**config.mk**
```make
export PLATFORM = sky130hd
export DESIGN_NAME = handle_pool_tracker_core
export DESIGN_NICKNAME = d
export VERILOG_FILES = /design/src/rtl/hpt_pkg.sv /design/src/rtl/hpt_ram.sv /design/src/rtl/handle_pool_tracker_core.sv
export VERILOG_INCLUDE_DIRS = /design/src /design/src/rtl
export SDC_FILE = /design/constraint.sdc
export NUM_CORES = 2
export LEC_CHECK = 0
export BUFFER_PORTS_ARGS = -buffer_cell sky130_fd_sc_hd__buf_4
export CORE_MARGIN = 2
export CORE_UTILIZATION = 45
export CTS_BUF_LIST = sky130_fd_sc_hd__clkbuf_16
export DETAILED_ROUTE_END_ITERATION = 6
export PLACE_DENSITY = 0.61
export SYNTH_ARGS = -nofsm -noshare
export SYNTH_HDL_FRONTEND = slang
export SYNTH_SLANG_ARGS = --single-unit
export TNS_END_PERCENT = 50
```
**constraint.sdc**
```tcl
create_clock -name clk -period 6.6 [get_ports clk]
set_input_delay 1.32 -clock clk [delete_from_list [all_inputs] [get_ports clk]]
set_output_delay 1.32 -clock clk [all_outputs]
set_load 0.01 [all_outputs]
```
**src/rtl/handle_pool_tracker_core_defines.svh**
```systemverilog
// Assertion macros shared by the handle pool tracker.
// Each macro expects signals named clk and rst in the scope where it is used.
`ifndef HANDLE_POOL_TRACKER_CORE_DEFINES_SVH
`define HANDLE_POOL_TRACKER_CORE_DEFINES_SVH

// A condition that must hold at every clock edge outside reset.
`define HPT_ASSERT_ALWAYS(label, cond) \
  label: assert property (@(posedge clk) disable iff (rst) (cond)) \
    else $error("handle pool tracker check failed");

// An implication checked in the same cycle.
`define HPT_ASSERT_IMP(label, ante, cons) \
  label: assert property (@(posedge clk) disable iff (rst) (ante) |-> (cons)) \
    else $error("handle pool tracker check failed");

`endif

```
**src/rtl/hpt_pkg.sv**
```systemverilog
package hpt_pkg;

  // Pool size and the widths that follow from it.
  localparam int POOL_ENTRIES = 64;
  localparam int IDX_W        = (POOL_ENTRIES > 1) ? $clog2(POOL_ENTRIES) : 1;
  localparam int CNT_W        = $clog2(POOL_ENTRIES + 1);
  localparam int HANDLE_W     = 64;
  localparam int USE_W        = 7;

  localparam logic [CNT_W-1:0] POOL_CNT = CNT_W'(POOL_ENTRIES);
  localparam logic [IDX_W-1:0] LAST_IDX = IDX_W'(POOL_ENTRIES - 1);

  typedef enum logic {
    OP_ALLOC = 1'b0,
    OP_FREE  = 1'b1
  } opcode_t;

  typedef enum logic [1:0] {
    ST_OK      = 2'd0,
    ST_NULL    = 2'd1,
    ST_FULL    = 2'd2,
    ST_MISSING = 2'd3
  } status_t;

  typedef enum logic [1:0] {
    S_IDLE,
    S_ALLOC,
    S_FREE,
    S_DONE
  } state_t;

endpackage

```
**src/rtl/hpt_ram.sv**
```systemverilog
module hpt_ram #(
  parameter int WIDTH = 64,
  parameter int DEPTH = 64
) (
  input  logic                                          clk,
  input  logic                                          we,
  input  logic [((DEPTH > 1) ? $clog2(DEPTH) : 1)-1:0] waddr,
  input  logic [WIDTH-1:0]                              wdata,
  input  logic                                          re,
  input  logic [((DEPTH > 1) ? $clog2(DEPTH) : 1)-1:0] raddr,
  output logic [WIDTH-1:0]                              rdata
);

  logic [WIDTH-1:0] mem [DEPTH];

  always_ff @(posedge clk) begin
    if (we) begin
      mem[waddr] <= wdata;
    end
    if (re) begin
      rdata <= mem[raddr];
    end
  end

endmodule

```
**src/rtl/handle_pool_tracker_core.sv**
```systemverilog
// Channel    Direction  Handshake            Word carried
// request    in         req_valid/req_stall  opcode, handle
// response   out        rsp_valid/rsp_stall  status, entries_in_use
//
// An allocate is accepted from the idle state, scans the valid bits for the
// lowest free slot and posts its result from the done state. A free reads the
// handle store entry by entry, since it is a RAM with a registered read port
// that feeds the one shared 64-bit comparator, and posts its result likewise.
// Null handles, a full pool on allocate and an empty pool on free are
// answered without a scan. Reset clears the valid bits and the count at once.
// A stalled response holds the block in its result state; the request side
// is stalled whenever a request is being worked on.
`include "handle_pool_tracker_core_defines.svh"

module handle_pool_tracker_core
  import hpt_pkg::*;
(
  input  logic                clk,
  input  logic                rst,
  input  logic                req_valid,
  output logic                req_stall,
  input  logic                opcode,
  input  logic [HANDLE_W-1:0] handle,
  output logic                rsp_valid,
  input  logic                rsp_stall,
  output logic [1:0]          status,
  output logic [USE_W-1:0]    entries_in_use
);

  // Sequencer state and the request being worked on.
  state_t              state;
  state_t              state_next;
  opcode_t             op_q;
  logic [HANDLE_W-1:0] handle_q;

  // Scan counter: the entry under test for allocate, the next read for free.
  logic [CNT_W-1:0]    scan_cnt;
  logic [CNT_W-1:0]    scan_cnt_next;
  logic [IDX_W-1:0]    scan_idx;

  // Compare stage, fed from the RAM read address of the cycle before.
  logic                cmp_vld;
  logic                cmp_vld_next;
  logic [IDX_W-1:0]    cmp_idx;

  // Pool occupancy.
  logic [POOL_ENTRIES-1:0] valid;
  logic [POOL_ENTRIES-1:0] valid_next;
  logic [CNT_W-1:0]        count;
  logic [CNT_W-1:0]        count_next;

  status_t             res;
  status_t             res_next;
  logic                rsp_load;

  // Handle store port signals.
  logic                ram_we;
  logic                ram_re;
  logic [HANDLE_W-1:0] ram_rdata;
  logic                hit;

  assign req_stall = (state != S_IDLE);
  assign scan_idx  = scan_cnt[IDX_W-1:0];

  // The single shared comparator: the entry read last cycle against the
  // request's handle. Entries that were never written are masked by valid.
  assign hit = cmp_vld && valid[cmp_idx] && (ram_rdata == handle_q);

  hpt_ram #(
    .WIDTH (HANDLE_W),
    .DEPTH (POOL_ENTRIES)
  ) u_store (
    .clk   (clk),
    .we    (ram_we),
    .waddr (scan_idx),
    .wdata (handle_q),
    .re    (ram_re),
    .raddr (scan_idx),
    .rdata (ram_rdata)
  );

  always_comb begin
    state_next    = state;
    scan_cnt_next = scan_cnt;
    cmp_vld_next  = 1'b0;
    valid_next    = valid;
    count_next    = count;
    res_next      = res;
    ram_we        = 1'b0;
    ram_re        = 1'b0;
    rsp_load      = 1'b0;

    unique case (state)
      S_IDLE: begin
        scan_cnt_next = '0;
        if (req_valid) begin
          if (opcode_t'(opcode) == OP_ALLOC) begin
            if (handle == '0) begin
              res_next   = ST_NULL;
              state_next = S_DONE;
            end else if (count == POOL_CNT) begin
              res_next   = ST_FULL;
              state_next = S_DONE;
            end else begin
              state_next = S_ALLOC;
            end
          end else begin
            // A valid entry never holds zero, so a null free cannot match.
            if ((handle == '0) || (count == '0)) begin
              res_next   = ST_MISSING;
              state_next = S_DONE;
            end else begin
              state_next = S_FREE;
            end
          end
        end
      end

      S_ALLOC: begin
        // The pool is known not to be full, so a free slot is always found.
        if (!valid[scan_idx]) begin
          ram_we               = 1'b1;
          valid_next[scan_idx] = 1'b1;
          count_next           = count + CNT_W'(1);
          res_next             = ST_OK;
          state_next           = S_DONE;
        end else begin
          scan_cnt_next = scan_cnt + CNT_W'(1);
        end
      end

      S_FREE: begin
        if (hit) begin
          valid_next[cmp_idx] = 1'b0;
          count_next          = count - CNT_W'(1);
          res_next            = ST_OK;
          state_next          = S_DONE;
        end else if (cmp_vld && (cmp_idx == LAST_IDX)) begin
          res_next   = ST_MISSING;
          state_next = S_DONE;
        end else if (scan_cnt != POOL_CNT) begin
          ram_re        = 1'b1;
          cmp_vld_next  = 1'b1;
          scan_cnt_next = scan_cnt + CNT_W'(1);
        end
      end

      S_DONE: begin
        if (!rsp_valid || !rsp_stall) begin
          rsp_load   = 1'b1;
          state_next = S_IDLE;
        end
      end

      default: begin
        state_next = S_IDLE;
      end
    endcase
  end

  // Control state.
  always_ff @(posedge clk) begin
    if (rst) begin
      state     <= S_IDLE;
      cmp_vld   <= 1'b0;
      valid     <= '0;
      count     <= '0;
      rsp_valid <= 1'b0;
    end else begin
      state   <= state_next;
      cmp_vld <= cmp_vld_next;
      valid   <= valid_next;
      count   <= count_next;
      if (rsp_load) begin
        rsp_valid <= 1'b1;
      end else if (!rsp_stall) begin
        rsp_valid <= 1'b0;
      end
    end
  end

  // Payload registers.
  always_ff @(posedge clk) begin
    scan_cnt <= scan_cnt_next;
    cmp_idx  <= scan_idx;
    res      <= res_next;
    if (req_valid && !req_stall) begin
      op_q     <= opcode_t'(opcode);
      handle_q <= handle;
    end
    if (rsp_load) begin
      status         <= res;
      entries_in_use <= USE_W'(count);
    end
  end

  // The count always agrees with the valid bits and stays within the pool.
  `HPT_ASSERT_ALWAYS(a_count_matches_valid, $countones(valid) == count)
  `HPT_ASSERT_ALWAYS(a_count_in_range, count <= POOL_CNT)
  // An allocate scan only runs when a free slot exists.
  `HPT_ASSERT_IMP(a_alloc_has_room, state == S_ALLOC, (count != POOL_CNT) && (op_q == OP_ALLOC))
  // The compare stage is only ever live during a free scan.
  `HPT_ASSERT_IMP(a_cmp_only_in_free, cmp_vld, (state == S_FREE) && (op_q == OP_FREE))

endmodule

```
==> impl_metrics.json <==
{
  "violations": "DRC",
  "die_h_um": 594,
  "core-area_sq_mm": 0.346,
  "dieWidth_um": 594,
  "syn_inst": 8324,
  "critPathRequiredTime_ps": 7400,
  "cp_max_fo": 32,
  "tightest_slew_ps": 1430,
  "pre_cts_ws_ps": 1730,
  "critPathTopFamily": "simple AND/OR/NAND/NOR gates",
  "cts_root_buffer": "clkbuf_16",
  "hpwl_mm": 293,
  "fp.dieArea_sq_mm": 0.352,
  "synth_top_cell_by_area": "edfxtp_1",
  "drtIter0Drc": 15000,
  "ys_ff_latch": 4323,
  "stdcell_area_sq_mm": 0.179,
  "irDropWorstVdd_mv": 0.380,
  "syn_area_per_cell_sq_um": 18.8,
  "place_congestion": 0.881,
  "synth_top_area_share_pct": 81.4,
  "synth_common_cells": "4,242 x edfxtp_1, 1,603 x a22oi_1, 448 x clkbuf_1",
  "grt_overflow": 0,
  "rsz0062_at_grt": "no",
  "ant_nets": 0,
  "power-per-cell-area_mw_per_mm2": 394,
  "worst_slack_ps": 1630,
  "clk_pin_slew_ps": 60,
  "yosysWarningCount": 0,
  "drc": 2,
  "hold_violations": 0,
  "seq_area_frac_synth_pct": 82.5,
  "insertion_delay_ps": 990,
  "max_stage_delay_ps": 1020,
  "cp_slowest_cell": "xnor2_1",
  "slew_headroom_pct": 3.98,
  "drv_slew": 0,
  "p_leak_nw": 54.3,
  "wl_per_cell_um": 37.9,
  "path_class": "reg2reg",
  "start_util_pct": 45.2,
  "htree_levels": 5,
  "period_needed_ps": 4970,
  "antenna_found_initial": 18,
  "first_pass_iters": 7,
  "totalWireLength_mm": 517,
  "via_count": 91500,
  "post_cts_buffers": 0,
  "fmax_ghz": 0.201,
  "fin_nets": 8769,
  "fin_crit_sh_pct": 75.3,
  "portBuffers": 79,
  "ios": 80,
  "grt_pass1_vias": 87300,
  "synth_nets": 8405,
  "start_kind": "flip-flop",
  "ctsHoldBuffers": 0,
  "grt_max_degree": 105,
  "cts_buffers": 425,
  "outcome": "complete, but fails checks",
  "synth_flop_cell": "edfxtp_1",
  "fin_cells": 13600,
  "cap_violations": 0,
  "placed_area_sq_mm": 0.166,
  "synth_area_leaders": "edfxtp_1 81%, a22oi_1 7.7%, a221oi_1 1.3%, a22o_1 1.3%, clkbuf_1 1.1%",
  "hp-class": "reg2reg",
  "viasPerCell": 6.71,
  "setup-violations-final": 0,
  "grt_usage_pct": 28.4,
  "async_flop_share_pct": 0,
  "drive_gt1_share_pct": 13.4,
  "cts_tree": "done",
  "grt_pass1_wl_mm": 708,
  "arrival_ps": 5780,
  "clock_tree.buffer_depth": 4,
  "synth_edf_count": 4242,
  "worstPathCellList": "buf_4 -> xnor2_1 -> nand4_1 -> nor3_1 -> and4_1 -> o211ai_2 -> or3_1 -> o311ai_0 -> o21ai_0",
  "clock-sinks": 4323,
  "yosysMostFrequentCell": "edfxtp_1",
  "fin_tns_setup_ps": 0,
  "cts_resized": 0,
  "dp_cells": 12800,
  "rows": 216,
  "fin_skew_ps": 71.9,
  "ys_types": 73,
  "syn_to_final_growth_pct": 14.7,
  "cp.buffers_inverters": 1,
  "p_total_mw": 70.6,
  "worstSetupEndpointType": "flip-flop",
  "synthesis.area_sq_mm": 0.156
}
==> cell type report <==
class                   count  area [sq um]
fillers                 27000        167000
flip-flops and latches   4323        129000
multi-input cells        3402         25800
clock buffers             431         10800
well taps                4578          5730
repair buffers            511          5430
clock inverters           353          2570
inverters                  25          93.8
diodes                     12          30.0
==> cell families (layout without fill, tap and decap cells) <==
| kind of cell | count (synthesis) | in the layout | share of synthesized area [%] |
|---|---|---|---|
| compound gates | 2724 | 2724 | 13.2 |
| xor+xnor | 69 | 69 | 0.386 |
| fa+ha+maj | 12 | 12 | 0.101 |
| buf+inv | 599 | 1320 | 1.47 |
| flops | 4323 | 4323 | 82.5 |
| mux | 45 | 45 | 0.407 |
| other cells | 0 | 12 | 0 |
| simple gates | 552 | 552 | 1.93 |
==> routing by layer <==
layer  part of all wire [%]  up-vias  global-route usage [%]
li1                       -    36500                       -
met1                     36    47600                    37.3
met2                     47     6377                    45.1
met3                     10     1079                    4.63
met4                    6.7       10                    16.3
met5                  0.014        -                       0
==> final timing paths <==
kind | from | endpoint | slack (ps) | depth (start not counted)
setup / recovery | handle_q[37] | valid[34] | 1630 | 9
hold / removal | res[1] | status[1] | 460 | 0
setup reg to reg | handle_q[37] | valid[34] | 1630 | 9
hold reg to reg | res[1] | status[1] | 460 | 0
==> sequential cells by signal (all words and copies together), names as in the netlist <==
name / flops
u_store.mem: 4096
handle_q: 64
u_store.rdata: 64
valid: 64
count: 7
entries_in_use: 7
scan_cnt: 7
cmp_idx: 6
res: 2
state: 2
status: 2
cmp_vld: 1
rsp_valid: 1
==> layout by cell type, fill, tap and decap left out, drive strengths merged, types with 22 or more instances in the layout <==
master	instances
dfxtp	81
buf	511
nand3	99
nand4	140
edfxtp	4242
a22oi	1603
o311ai	50
nor3	26
xnor2	49
nand2	41
a31oi	176
mux2i	22
nor2	96
a41oi	188
bufinv	31
a21oi	109
nor4	86
a221oi	227
a22o	226
clkinv	195
o211ai	29
clkbuf	431
inv	144
o21ai	57
==> stage by stage <==
stage               util [%]  hold WS (ps)
floorplan                  -           343
global placement        48.0           477
detailed placement      48.0           454
CTS                     51.8           463
global route            51.8           460
finish                  51.8           459
==> power by group <==
part	total [mW]	switching (mW)	internal, mW
Clock	23.4	10.3	13.1
Sequential	32.6	0.620	32.0
Combinational	14.7	10.9	3.78
Total	70.6	21.9	48.8
Power figures use the tool's default switching activity.
